File: src/sv/postfix_stack_evaluator_top_macros.svh
// Assertion macros for the postfix stack evaluator.
`ifndef POSTFIX_STACK_EVALUATOR_TOP_MACROS_SVH
`define POSTFIX_STACK_EVALUATOR_TOP_MACROS_SVH
`ifndef SYNTHESIS
// Checked at every edge out of reset.
`define PSE_ASSERT(lbl, prop) \
  lbl: assert property (@(posedge clk) disable iff (!rst_n) prop) \
    else $error("pse assertion failed");
// Checked at every edge, reset included.
`define PSE_ASSERT_RST(lbl, prop) \
  lbl: assert property (@(posedge clk) prop) \
    else $error("pse reset check failed");
`else
`define PSE_ASSERT(lbl, prop)
`define PSE_ASSERT_RST(lbl, prop)
`endif
`endif

File: src/sv/pse_pkg.sv
// Shared types and constants of the postfix stack evaluator.
`default_nettype none
package pse_pkg;

  localparam int WORD_W      = 32;
  localparam int STACK_DEPTH = 16;
  localparam int CNT_W       = $clog2(STACK_DEPTH + 1);
  localparam int ADDR_W      = (STACK_DEPTH > 1) ? $clog2(STACK_DEPTH) : 1;
  localparam int STEP_W      = $clog2(WORD_W);

  localparam logic [WORD_W-1:0] DIV_SENTINEL = WORD_W'(32'h4000_0000);

  typedef enum logic [2:0] {
    ACT_PUSH = 3'd0,
    ACT_ADD  = 3'd1,
    ACT_SUB  = 3'd2,
    ACT_MUL  = 3'd3,
    ACT_DIV  = 3'd4,
    ACT_EOL  = 3'd5
  } action_t;

  typedef enum logic [1:0] {
    FLT_NONE  = 2'd0,
    FLT_UNDER = 2'd1,
    FLT_OVER  = 2'd2
  } fault_t;

  typedef struct packed {
    logic              start;
    action_t           op;
    logic [WORD_W-1:0] lhs;
    logic [WORD_W-1:0] rhs;
  } alu_req_t;

  typedef struct packed {
    logic              done;
    logic [WORD_W-1:0] value;
  } alu_rsp_t;

endpackage
`default_nettype wire

File: src/sv/pse_alu.sv
// Serial arithmetic unit: bit-serial add/subtract, shift-add multiply, restoring divide.
`default_nettype none
module pse_alu
  import pse_pkg::*;
(
  input  wire logic     clk,
  input  wire logic     rst_n,
  input  wire alu_req_t req,
  output alu_rsp_t      rsp
);

  typedef enum logic [2:0] {
    A_IDLE = 3'b001,
    A_RUN  = 3'b010,
    A_FIX  = 3'b100
  } astate_t;

  astate_t           ast_r, ast_nxt;
  action_t           op_r, op_nxt;
  logic [WORD_W-1:0] a_r, a_nxt;
  logic [WORD_W-1:0] b_r, b_nxt;
  logic [WORD_W-1:0] acc_r, acc_nxt;
  logic              carry_r, carry_nxt;
  logic              neg_r, neg_nxt;
  logic [STEP_W-1:0] step_r, step_nxt;
  logic              done_r, done_nxt;
  logic [WORD_W-1:0] res_r, res_nxt;

  logic              b_bit;
  logic              sum_bit;
  logic              carry_out;
  logic [WORD_W-1:0] mul_acc;
  logic [WORD_W:0]   trial;
  logic              fits;
  logic [WORD_W:0]   diff;

  always_comb begin
    b_bit     = (op_r == ACT_SUB) ? ~b_r[0] : b_r[0];
    sum_bit   = a_r[0] ^ b_bit ^ carry_r;
    carry_out = (a_r[0] & b_bit) | (a_r[0] & carry_r) | (b_bit & carry_r);
    mul_acc   = {acc_r[WORD_W-2:0], 1'b0} + (b_r[WORD_W-1] ? a_r : '0);
    trial     = {acc_r, a_r[WORD_W-1]};
    fits      = trial >= {1'b0, b_r};
    diff      = trial - {1'b0, b_r};
  end

  always_comb begin
    ast_nxt   = ast_r;
    op_nxt    = op_r;
    a_nxt     = a_r;
    b_nxt     = b_r;
    acc_nxt   = acc_r;
    carry_nxt = carry_r;
    neg_nxt   = neg_r;
    step_nxt  = step_r;
    done_nxt  = 1'b0;
    res_nxt   = res_r;
    unique case (ast_r)
      A_IDLE: begin
        if (req.start) begin
          op_nxt    = req.op;
          step_nxt  = '0;
          acc_nxt   = '0;
          carry_nxt = (req.op == ACT_SUB);
          if (req.op == ACT_DIV) begin
            if (req.rhs == '0) begin
              // divide by zero: push the sentinel straight away
              res_nxt  = DIV_SENTINEL;
              done_nxt = 1'b1;
            end else begin
              a_nxt   = req.lhs[WORD_W-1] ? -req.lhs : req.lhs;
              b_nxt   = req.rhs[WORD_W-1] ? -req.rhs : req.rhs;
              neg_nxt = req.lhs[WORD_W-1] ^ req.rhs[WORD_W-1];
              ast_nxt = A_RUN;
            end
          end else begin
            a_nxt   = req.lhs;
            b_nxt   = req.rhs;
            ast_nxt = A_RUN;
          end
        end
      end
      A_RUN: begin
        if (op_r == ACT_DIV) begin
          // one quotient bit per cycle, quotient shifts into a_r
          acc_nxt = fits ? diff[WORD_W-1:0] : trial[WORD_W-1:0];
          a_nxt   = {a_r[WORD_W-2:0], fits};
        end else if (op_r == ACT_MUL) begin
          acc_nxt = mul_acc;
          b_nxt   = {b_r[WORD_W-2:0], 1'b0};
        end else begin
          acc_nxt   = {sum_bit, acc_r[WORD_W-1:1]};
          a_nxt     = {1'b0, a_r[WORD_W-1:1]};
          b_nxt     = {1'b0, b_r[WORD_W-1:1]};
          carry_nxt = carry_out;
        end
        step_nxt = step_r + STEP_W'(1);
        if (step_r == STEP_W'(WORD_W - 1)) begin
          ast_nxt = A_FIX;
        end
      end
      A_FIX: begin
        if (op_r == ACT_DIV) begin
          res_nxt = neg_r ? -a_r : a_r;
        end else begin
          res_nxt = acc_r;
        end
        done_nxt = 1'b1;
        ast_nxt  = A_IDLE;
      end
      default: begin
        ast_nxt = A_IDLE;
      end
    endcase
  end

  always_ff @(posedge clk) begin
    if (!rst_n) begin
      ast_r  <= A_IDLE;
      done_r <= 1'b0;
    end else begin
      ast_r  <= ast_nxt;
      done_r <= done_nxt;
    end
  end

  always_ff @(posedge clk) begin
    op_r    <= op_nxt;
    a_r     <= a_nxt;
    b_r     <= b_nxt;
    acc_r   <= acc_nxt;
    carry_r <= carry_nxt;
    neg_r   <= neg_nxt;
    step_r  <= step_nxt;
    res_r   <= res_nxt;
  end

  assign rsp.done  = done_r;
  assign rsp.value = res_r;

endmodule
`default_nettype wire

File: src/sv/postfix_stack_evaluator_top.sv
// Sequence: a push is written when taken; an operator takes the word, reads the right and
//   left operands, starts the serial unit, runs 32 serial steps and a fix-up step (none for a
//   zero divisor) and writes back; end of line loads the top of stack into the output.
// Throughput: one word at a time; the 32-step serial loop of the arithmetic unit sets
//   the operator rate, the single read port of the stack memory the read sequence.
// Reset: synchronous, active low; empties the stack, clears the fault and the output.
`default_nettype none
`include "postfix_stack_evaluator_top_macros.svh"
module postfix_stack_evaluator_top
  import pse_pkg::*;
(
  input  wire logic        clk,
  input  wire logic        rst_n,
  // input channel
  input  wire logic        in_tvalid,
  output logic             in_tready,
  input  wire logic [31:0] in_tdata,   // [31:0] operand
  input  wire logic [2:0]  in_tuser,   // [2:0] action
  // result channel
  output logic             out_tvalid,
  input  wire logic        out_tready,
  output logic [31:0]      out_tdata,  // [31:0] result_value
  output logic [2:0]       out_tuser   // [0] error_flag, [2:1] fault_code
);

  // Control sequencer: one-hot states.
  typedef enum logic [6:0] {
    S_IDLE   = 7'b0000001,  // take a word
    S_RD_R   = 7'b0000010,  // read right operand
    S_RD_L   = 7'b0000100,  // latch right, read left operand
    S_START  = 7'b0001000,  // hand both operands to the serial unit
    S_EXEC   = 7'b0010000,  // wait for the unit, write back
    S_EOL_RD = 7'b0100000,  // read top of stack
    S_EOL    = 7'b1000000   // hold until the result register is free
  } state_t;

  state_t            state_r, state_nxt;
  logic [CNT_W-1:0]  count_r, count_nxt;
  fault_t            fault_r, fault_nxt;
  action_t           op_r, op_nxt;
  logic [ADDR_W-1:0] rd_addr_r, rd_addr_nxt;
  logic [WORD_W-1:0] rdata_r;
  logic [WORD_W-1:0] rhs_r, rhs_nxt;

  logic              out_valid_r, out_valid_nxt;
  logic [WORD_W-1:0] out_value_r, out_value_nxt;
  logic              out_err_r, out_err_nxt;
  fault_t            out_fault_r, out_fault_nxt;

  // Stack storage: one write port, one registered read port.
  logic [WORD_W-1:0] stack_mem [STACK_DEPTH];
  logic              wr_en;
  logic [ADDR_W-1:0] wr_addr;
  logic [WORD_W-1:0] wr_data;

  alu_req_t          alu_req;
  alu_rsp_t          alu_rsp;

  logic              in_accept;
  action_t           in_action;
  logic [ADDR_W-1:0] top_addr;
  logic [ADDR_W-1:0] next_addr;
  fault_t            eol_fault;
  logic              eol_issue;

  assign in_tready = (state_r == S_IDLE);
  assign in_accept = in_tvalid && in_tready;
  assign in_action = action_t'(in_tuser);

  // Addresses of the top entry and the one beneath it.
  assign top_addr  = ADDR_W'(count_r - CNT_W'(1));
  assign next_addr = ADDR_W'(count_r - CNT_W'(2));

  // An empty stack at end of line is a fault unless an earlier one is held.
  assign eol_fault = (fault_r == FLT_NONE && count_r == '0) ? FLT_UNDER : fault_r;

  // Line result is loaded into the result register in this cycle.
  assign eol_issue = (state_r == S_EOL) && (state_nxt == S_IDLE);

  always_comb begin
    state_nxt     = state_r;
    count_nxt     = count_r;
    fault_nxt     = fault_r;
    op_nxt        = op_r;
    rd_addr_nxt   = rd_addr_r;
    rhs_nxt       = rhs_r;
    out_valid_nxt = out_valid_r;
    out_value_nxt = out_value_r;
    out_err_nxt   = out_err_r;
    out_fault_nxt = out_fault_r;
    wr_en         = 1'b0;
    wr_addr       = count_r[ADDR_W-1:0];
    wr_data       = in_tdata;
    alu_req.start = 1'b0;
    alu_req.op    = op_r;
    alu_req.lhs   = rdata_r;
    alu_req.rhs   = rhs_r;

    // Drop the result word once the sink takes it.
    if (out_valid_r && out_tready) begin
      out_valid_nxt = 1'b0;
    end

    unique case (state_r)
      S_IDLE: begin
        if (in_accept) begin
          unique case (in_action)
            ACT_PUSH: begin
              if (count_r >= CNT_W'(STACK_DEPTH)) begin
                // full stack: drop the push, keep the first fault of the line
                if (fault_r == FLT_NONE) begin
                  fault_nxt = FLT_OVER;
                end
              end else begin
                wr_en     = 1'b1;
                count_nxt = count_r + CNT_W'(1);
              end
            end
            ACT_ADD, ACT_SUB, ACT_MUL, ACT_DIV: begin
              if (count_r < CNT_W'(2)) begin
                if (fault_r == FLT_NONE) begin
                  fault_nxt = FLT_UNDER;
                end
              end else begin
                op_nxt      = in_action;
                rd_addr_nxt = top_addr;
                state_nxt   = S_RD_R;
              end
            end
            ACT_EOL: begin
              rd_addr_nxt = top_addr;
              state_nxt   = S_EOL_RD;
            end
            default: begin
              // undefined action codes: no effect
            end
          endcase
        end
      end
      S_RD_R: begin
        rd_addr_nxt = next_addr;
        state_nxt   = S_RD_L;
      end
      S_RD_L: begin
        rhs_nxt   = rdata_r;
        state_nxt = S_START;
      end
      S_START: begin
        alu_req.start = 1'b1;
        state_nxt     = S_EXEC;
      end
      S_EXEC: begin
        if (alu_rsp.done) begin
          // pop two, push one: result lands where the left operand was
          wr_en     = 1'b1;
          wr_addr   = next_addr;
          wr_data   = alu_rsp.value;
          count_nxt = count_r - CNT_W'(1);
          state_nxt = S_IDLE;
        end
      end
      S_EOL_RD: begin
        state_nxt = S_EOL;
      end
      S_EOL: begin
        if (!out_valid_r || out_tready) begin
          out_valid_nxt = 1'b1;
          out_fault_nxt = eol_fault;
          out_value_nxt = (eol_fault == FLT_NONE) ? rdata_r : '0;
          out_err_nxt   = (eol_fault == FLT_NONE) && (rdata_r == DIV_SENTINEL);
          // clear the line
          count_nxt     = '0;
          fault_nxt     = FLT_NONE;
          state_nxt     = S_IDLE;
        end
      end
      default: begin
        state_nxt = S_IDLE;
      end
    endcase
  end

  always_ff @(posedge clk) begin
    if (!rst_n) begin
      state_r     <= S_IDLE;
      count_r     <= '0;
      fault_r     <= FLT_NONE;
      out_valid_r <= 1'b0;
    end else begin
      state_r     <= state_nxt;
      count_r     <= count_nxt;
      fault_r     <= fault_nxt;
      out_valid_r <= out_valid_nxt;
    end
  end

  always_ff @(posedge clk) begin
    op_r        <= op_nxt;
    rd_addr_r   <= rd_addr_nxt;
    rhs_r       <= rhs_nxt;
    out_value_r <= out_value_nxt;
    out_err_r   <= out_err_nxt;
    out_fault_r <= out_fault_nxt;
  end

  // Stack memory: write and registered read.
  always_ff @(posedge clk) begin
    if (wr_en) begin
      stack_mem[wr_addr] <= wr_data;
    end
    rdata_r <= stack_mem[rd_addr_r];
  end

  pse_alu u_alu (
    .clk   (clk),
    .rst_n (rst_n),
    .req   (alu_req),
    .rsp   (alu_rsp)
  );

  assign out_tvalid = out_valid_r;
  assign out_tdata  = out_value_r;
  assign out_tuser  = {out_fault_r, out_err_r};

  // Checks.
  `PSE_ASSERT(a_count_bound, count_r <= CNT_W'(STACK_DEPTH))
  `PSE_ASSERT(a_alu_done_in_exec, alu_rsp.done |-> state_r == S_EXEC)
  `PSE_ASSERT(a_eol_clears, eol_issue |=> (count_r == '0 && fault_r == FLT_NONE && out_valid_r))
  `PSE_ASSERT_RST(a_reset_idle, !rst_n |=> (state_r == S_IDLE && !out_valid_r && count_r == '0))

endmodule
`default_nettype wire
File: config.mk
export PLATFORM = sky130hd
export DESIGN_NAME = postfix_stack_evaluator_top
export DESIGN_NICKNAME = d
export VERILOG_FILES = /design/src/sv/pse_pkg.sv /design/src/sv/pse_alu.sv /design/src/sv/postfix_stack_evaluator_top.sv
export VERILOG_INCLUDE_DIRS = /design/src /design/src/sv
export SDC_FILE = /design/constraint.sdc
export NUM_CORES = 1
export LEC_CHECK = 0
export BUFFER_PORTS_ARGS = -buffer_cell sky130_fd_sc_hd__buf_2
export CORE_ASPECT_RATIO = 1.2
export CORE_MARGIN = 1.5
export CORE_UTILIZATION = 45
export CTS_CLUSTER_DIAMETER = 40
export CTS_CLUSTER_SIZE = 12
export DETAILED_ROUTE_END_ITERATION = 8
export PLACE_DENSITY_LB_ADDON = 0.08
export SLEW_MARGIN = 20
export SYNTH_ARGS = -nofsm -noshare
export SYNTH_HDL_FRONTEND = slang
export SYNTH_SLANG_ARGS = --single-unit
export TNS_END_PERCENT = 30
File: constraint.sdc
create_clock -name clk -period 4.4 [get_ports clk]
set_input_delay 0 -clock clk [delete_from_list [all_inputs] [get_ports clk]]
set_output_delay 0 -clock clk [all_outputs]
set_load 0.05 [all_outputs]
# Word-level counts from Yosys, hierarchy flattened
# Memories as Yosys holds them, arrays and structs flattened. A register that Yosys moved wholly into a read port is not among the register bits.
# Index checks and enable logic that the tools add are counted.
[totals]
regBits = 231
latch_bits = 0
ramBits = 512
mem_bits_ro = 0
in_bits = 39
out_inout_bits = 37
word_cells = 199
n_memories = 1
[op_classes]
add_sub_neg = 9
n_mul = 0
div = 0
order_cmp = 3
n_eq_ne = 42
shift = 0
mux = 82
bitwise_logic = 11
n_reduce_logical = 31
[mem_list]
columns = ["memory", "depth", "width", "rd", "rd_clocked_by_memory_dff", "wr", "line", "text"]
rows = [
  ["stack_mem", 16, 32, 1, 1, 1, "postfix_stack_evaluator_top.sv:51", "logic [WORD_W-1:0] stack_mem [STACK_DEPTH];"],
]
[op_table]
columns = ["operator", "n"]
rows = [
  ["two-way mux 32 bit", 24],
  ["one-hot mux 32 bit (2 select lines)", 4],
  ["negator 32 bit", 3],
  ["one-hot mux 7 bit (7 select lines)", 1],
  [">= comparator 33 x 32 -> 1 bit", 1],
  ["adder 32 bit", 1],
  ["== test 32 x 31 -> 1 bit (second input constant)", 1],
  ["logical NOT 32 bit", 1],
  ["subtractor 32 bit", 1],
  ["two-way mux 5 bit", 6],
  ["two-way mux 7 bit", 4],
  ["AND reduction 4 bit", 7],
  ["== test 3 x 2 -> 1 bit (second input constant)", 6],
  ["!= test 3 bit (second input constant)", 6],
  ["two-way mux 1 bit", 17],
  ["two-way mux 4 bit", 4],
  ["one-hot mux 4 bit (2 select lines)", 2],
  ["== test 3 bit (second input constant)", 5],
  ["one-hot mux 5 bit (3 select lines)", 1],
  ["two-way mux 2 bit", 7],
  ["!= test 2 x 1 -> 1 bit (second input constant)", 7],
  ["one-hot mux 7 bit (2 select lines)", 1],
  ["two-way mux 3 bit", 4],
  ["adder 5 x 1 -> 5 bit (second input constant)", 2],
  ["38 further kinds", 62],
]

# Depth between registers and ports, before layout
[logic_depth]
word_depth = 8
mapped_depth = 15
depth_no_buf = 14

# Cells and area by module
# Synthesis repeated with hierarchy kept, for this count alone.
[hier_totals]
hier_cells = 2663
area_unflattened_um2 = 36516.3
[modules_own_cells]
columns = ["mod", "n_inst", "cells_each", "area_per_inst_um2", "seq_area_each_um2"]
rows = [
  ["postfix_stack_evaluator_top", 1, 1158, 24024.3, 18537.8],
  ["pse_alu", 1, 1505, 12492.0, 4224.1],
]

# Worst setup path before layout
# OpenSTA, ideal clock, no wires.
[synth_path]
path_type = "reg-to-reg"
startpoint = "reg state_r[3]"
endpoint = "mem stack_mem[0][0] (enable)"
setup_ns = 0.421
arrival_ns = 3.495
t_required_ns = 3.979
setup_slack_ns = 0.484
path_stages_with_launch = 11
path_buffers = 1
period_less_slack_ns = 3.916
cell_sequence = "dfxtp_1 clkbuf_1 nor3_1 and2_1 nand3b_1 inv_1 nand3_1 nor2_1 a21oi_1 or2_2 nor2_1"
[synth_between]
elab_chain_cells = 6
elab_cells_between_ends = 8
cone_classes = "eq/ne: 2; mux: 5; reduce/logical: 1"
[synth_lines]
columns = ["item", "line", "text"]
rows = [
  ["start: declaration", "postfix_stack_evaluator_top.sv:37", "state_t state_r, state_nxt;"],
  ["start signal: assignment", "postfix_stack_evaluator_top.sv:190", "state_r <= state_nxt;"],
  ["== test 7 x 1 -> 1 bit *", "postfix_stack_evaluator_top.sv:66", "assign in_tready = (state_r == S_IDLE);"],
  ["named net in_tready", "postfix_stack_evaluator_top.sv:16", "output logic in_tready,"],
  ["logical AND 1 bit", "postfix_stack_evaluator_top.sv:67", "assign in_accept = in_tvalid && in_tready;"],
  ["two-way mux 1 bit", "postfix_stack_evaluator_top.sv:106", "if (in_accept) begin"],
  ["one-hot mux 1 bit (2 select lines) *", "postfix_stack_evaluator_top.sv:104", "unique case (state_r)"],
  ["two-way mux 1 bit *", "postfix_stack_evaluator_top.sv:208", "if (wr_en) begin"],
  ["two-way mux 1 bit (implied by the code) *", "postfix_stack_evaluator_top.sv:209", "stack_mem[wr_addr] <= wr_data;"],
  ["end: declaration", "postfix_stack_evaluator_top.sv:51", ""],
]
# The timed path passes the listed nets; every way through them passes the cells marked *.

# Final worst setup path
[layout_path]
startpoint = "reg u_alu.b_r[31]"
endpoint = "reg u_alu.acc_r[27] (data pin)"
[layout_between]
elab_chain_cells = 5
elab_cells_between_ends = 7
cone_classes = "add/sub: 1; order compare: 1; mux: 5"
[layout_lines]
columns = ["item", "line", "text"]
rows = [
  ["start: declaration", "pse_alu.sv:21", "logic [WORD_W-1:0] b_r, b_nxt;"],
  ["start signal: assignment", "pse_alu.sv:130", "b_r <= b_nxt;"],
  ["two-way mux 32 bit", "pse_alu.sv:41", "mul_acc = {acc_r[WORD_W-2:0], 1'b0} + (b_r[WORD_W-1] ? a_r : '0);"],
  ["adder 32 bit", "pse_alu.sv:41", ""],
  ["two-way mux 32 bit", "pse_alu.sv:88", "end else if (op_r == ACT_MUL) begin"],
  ["two-way mux 32 bit *", "pse_alu.sv:84", "if (op_r == ACT_DIV) begin"],
  ["one-hot mux 32 bit (2 select lines) *", "pse_alu.sv:58", "unique case (ast_r)"],
  ["end signal: assignment", "pse_alu.sv:131", "acc_r <= acc_nxt;"],
  ["end: declaration", "pse_alu.sv:22", "logic [WORD_W-1:0] acc_r, acc_nxt;"],
]
# Every way passes the cells marked *; elsewhere a longest branch is shown, timed or not.
# A chain may end at the register's enable or synchronous reset.

==> run summary <==
The flow ran to the end, and the final reports show no timing, DRC or antenna violations. The max capacitance violation total is 0, and the I/O pin count is 76. The endpoint identified for the worst register-to-register timing path is u_alu.acc_r[27]$_SDFFCE_PN0P_. The compound-gate portion of the synthesized area is 8.35%.

STA classifies the critical path endpoint as a flip-flop. Counting both buffers and inverters, the worst setup path holds a total of 2. The most frequent cell after synthesis is sky130_fd_sc_hd__edfxtp_1.

The leading register cell type out of synthesis was sky130_fd_sc_hd__edfxtp_1. Global-route congestion overflow total: 0. The setup check on the worst reg-to-reg path leaves a slack of 0.35 ns.

For this run, asynchronously set or reset flops after synthesis account for 0%. The slew at the pin closest to its max-slew limit was 1.18 ns. The slowest stage of the critical path belongs to the cell sky130_fd_sc_hd__a211oi_1. Detailed placement finished with a half-perimeter wire length of 63,800 um.

The synthesized netlist cell count was 2,695. After routing, the total negative slack on setup checks comes to 0 ns. The post-route clock skew was 0.0455 ns; the area added between synthesis and finish was 14.2%. The clock passes through at most 3 buffers.

Entering global routing, the biggest net connects 127 pins. Dividing the detail-routed wire length by the instance count gives 25.0 um. For the count of instances resized after the clock tree is built, the log shows 0. TritonCTS built the clock tree. The H-tree was split into 3 levels. Dividing the final minimum period by the clock period gives 92.0%.

The tools report the number of library cell types mapped by synthesis as 85. Setup repair after global routing left no endpoint under its margin. The number of nets handed over by synthesis was 2,810. The worst supply voltage drop on vdd was 0.301 mV; the part of the power in combinational logic was 3.0%. The switching power of the nets was 3.58 mW. Cell seen most often among critical-path stages: sky130_fd_sc_hd__inv_1. Critical path class: flip-flop to flip-flop. The run gives 0 as the number of endpoints failing setup at the final stage. After synthesis, the cell types taking the most area are sky130_fd_sc_hd__edfxtp_1, sky130_fd_sc_hd__mux4_2, sky130_fd_sc_hd__nand2_1.

The category of cells accounting for the largest share of critical-path delay is compound AO/OA/AOI/OAI gates. The total iterations of the first detailed-routing run came out at 5. Starting utilization of the core area: 45.5%. Summed over its instances, the top area cell type makes up 59.3% of the synthesized netlist area. The switching share of power came out at 21.6%.

Total global routing track utilization: 23.7%. The violation count after the first detailed-route iteration is 1,916, and the post-route antenna net violation count is 0. Cells with a size suffix above 1 make up 17.8% of the layout.

In this run the cell area measured after placement is 38,400 um^2. CTS saw 775 sinks. The floorplan has 114 rows. Sequential cells were found to cover 62.1% of the synthesized design area. Internal cell power: 13.0 mW.

The tools report the buffer cell driving the clock tree root as sky130_fd_sc_hd__clkbuf_16. During placement, the flow inserted port buffers numbering 75. For this run, design rule violations remaining after detail routing come to 0.

Final net count: 2,927. Dividing total power by cell area gives a power density of 397 nW/um^2. In this run, synthesis produced a sequential element count of 775. After synthesis the cells add up to 36,600 um^2.

Across the whole layout, storage elements account for 22,800 um^2. Critical register-to-register path startpoint: u_alu.b_r[31]$_DFFE_PP_. By area, the combinational part of the netlist is dominated by simple AND/OR/NAND/NOR gates.

After clock tree synthesis, the clock-pin slew on the worst setup and hold paths is 0.06 ns. The cell taking the most area after synthesis is sky130_fd_sc_hd__edfxtp_1. The tools report the initial antenna violation count as 3.

The hold violation total from the final report is 0, and the wire length after detailed routing is 98,500 um. The worst register-to-register path has a depth of 14. The routability congestion estimate from global placement was 0.879; the post-layout minimum cycle time was 4.05 ns. The commonest cells after synthesis are sky130_fd_sc_hd__edfxtp_1, sky130_fd_sc_hd__nand2_1, sky130_fd_sc_hd__nor2_1, sky130_fd_sc_hd__mux4_2, sky130_fd_sc_hd__a21oi_1. In this run, flip-flops and latches consume 49.1% of the power.

Of the total power, the clock network draws 48.0%. Clock latency on the worst-skew pair, taken at its later pin, is 0.68 ns. STA puts the critical path data arrival time at 4.43 ns. The synthesized netlist devotes 3.51% of its cell area to XOR and XNOR gates. The filler cell count in the final layout was 6,762; the count of flip-flops with a built-in enable after synthesis was 724. The simple-gate share of the synthesized area came out at 10.7%. The synthesized netlist devotes 2.66% of its cell area to adder and majority cells. The largest fanout of any net on the critical path came out at 13.

The die footprint came out at 83,200 um^2. Walking the worst path, the cells encountered are inv_1 > nor2_1 > ha_1 > inv_1 > fa_1 > nand2b_1 > a21oi_1 > o31ai_1 > a211oi_1 > a2111oi_1 > o41ai_1 > xor2_1 > a22oi_1 > a31oi_1. The overall die height is 316 um. The run gives 13 as the number of hold buffers added after CTS. The number of instances on the worst hold path is 3. The total area of multi-input combinational cells came out at 13,100 um^2. The run gives 23.3k as the number of global-route vias before repair.

Remaining max-slew budget at the tightest pin: 21.1%. After detailed routing, the number of vias per cell comes to 5.84. The startpoint identified for the worst hold timing path is in_tdata[19].

Multiplexer cells account for 10.2% of the synthesized area. The leakage power was 14.3 nW. The run gives 0 as the number of pins with negative max-slew slack in the final report. The TritonCTS buffer count was 98; the stage delay of the slowest cell on the critical path was 0.60 ns. The tightest min-delay check is of the input pin to flip-flop type.

STA puts the critical path data required time at 4.78 ns. The global-route wire length before repair was 148,000 um; the average instance area after synthesis was 13.6 um^2. For the area of the core, the log shows 80,600 um^2.

During synthesis, Yosys emitted a total of 0 warnings. The detailed-route via count was 23.0k. The kind of start point of the critical path was a flip-flop. The finished cells cover 41,900 um^2.

For the setup fix buffers added after clock tree synthesis, the log shows 0. The worst hold endpoint was stack_mem[1][19]$_DFFE_PP_. Static timing analysis puts the maximum clock frequency at 247 MHz. The die span in x came out at 264 um.
## layout make-up
type	count	share of cell area [%]
Tap cell	1044	3.12
Clock buffer	127	6.29
Inverter	76	0.681
Sequential cell	775	54.4
Clock inverter	56	1.54
Antenna cell	2	0.0120
Timing Repair Buffer	151	2.58
Multi-Input combinational cell	1710	31.4
## cells by family (layout without fill, tap and decap cells)
family	count (synthesis)	in the layout
AOI/OAI and AO/OA	471	471
xor gates and xnor gates	147	147
adders and majority gates	76	76
buffers and inverters	210	410
DFF	775	775
muxes	174	174
other	0	2
and+or+nand+nor	842	842
## worst max path at each step
stage	to	start	slack, ns	cells past startpoint
finish	u_alu.acc_r[27]$_SDFFCE_PN0P_	u_alu.b_r[31]$_DFFE_PP_	0.35	14
global route	u_alu.acc_r[29]$_SDFFCE_PN0P_	u_alu.b_r[31]$_DFFE_PP_	0.17	14
CTS	u_alu.acc_r[27]$_SDFFCE_PN0P_	u_alu.b_r[31]$_DFFE_PP_	0.29	14
detailed placement	u_alu.acc_r[27]$_SDFFCE_PN0P_	u_alu.b_r[31]$_DFFE_PP_	0.31	14
global placement	u_alu.acc_r[27]$_SDFFCE_PN0P_	u_alu.b_r[31]$_DFFE_PP_	0.35	14
floorplan	stack_mem[0][0]$_DFFE_PP_	state_r[3]$_SDFFE_PN0P_	0.48	10
## power groups by stage
stage | Clock [mW] | Combinational (mW) | Sequential (mW)
5_1_grt | 8.39 | 0.538 | 8.15
3_3_place_gp | 0 | 0.478 | 8.30
4_1_cts | 8.11 | 0.498 | 8.15
6_report | 7.96 | 0.493 | 8.15
2_1_floorplan | 0 | 0.339 | 8.27
3_5_place_dp | 0 | 0.488 | 8.30
## worst min-delay path: stages
cell	delay (ns)
sky130_fd_sc_hd__buf_2	0.08
sky130_fd_sc_hd__nand2_1	0.04
sky130_fd_sc_hd__nand2_1	0.34
## state kept, by name, summed over array words and instances (netlist names), 7 cells and up
name         flops
out_tdata       32
rdata_r         32
rhs_r           32
stack_mem      512
state_r          7
u_alu.a_r       32
u_alu.acc_r     32
u_alu.b_r       32
u_alu.res_r     32
## per-layer routing
metal | up-vias | wire length, um | track usage (%)
met1 | 11600 | 41900 | 31.7
met4 | 0 | 2750 | 8.32
met2 | 681 | 49400 | 40.5
met3 | 145 | 4400 | 2.49
met5 | - | 0 | 0
li1 | 10500 | - | -
## cells in the final DEF (no fill, tap or decap), types with 42 or more instances in the layout
master,netlist,layout
sky130_fd_sc_hd__nor2_1,232,213
sky130_fd_sc_hd__mux4_2,160,160
sky130_fd_sc_hd__xnor2_1,75,75
sky130_fd_sc_hd__nor3_1,44,43
sky130_fd_sc_hd__dfxtp_1,51,51
sky130_fd_sc_hd__clkbuf_16,0,100
sky130_fd_sc_hd__nand2_1,324,322
sky130_fd_sc_hd__buf_4,1,55
sky130_fd_sc_hd__a211oi_1,42,42
sky130_fd_sc_hd__inv_1,76,75
sky130_fd_sc_hd__edfxtp_1,724,724
sky130_fd_sc_hd__xor2_1,72,72
sky130_fd_sc_hd__and2_1,72,70
sky130_fd_sc_hd__buf_2,5,75
sky130_fd_sc_hd__a31oi_1,78,78
sky130_fd_sc_hd__a21oi_1,115,114
sky130_fd_sc_hd__o21ai_0,78,77
sky130_fd_sc_hd__ha_1,73,73
## stage by stage
step / hold WS (ns) / instances / total power, mW / utilization [%] / worst slack, ns
finish: 0.0170 / 3941 / 16.6 / 51.9 / 0.350
global route: 0.0742 / 3939 / 17.1 / 51.9 / 0.172
CTS: 0.00298 / 3939 / 16.8 / 51.9 / 0.288
detailed placement: 0.246 / 3743 / 8.79 / 47.7 / 0.306
global placement: 0.241 / 3743 / 8.78 / 47.7 / 0.345
floorplan: 0.0619 / 2695 / 8.60 / - / 0.484
No activity file was read; power rests on OpenSTA's default activity.
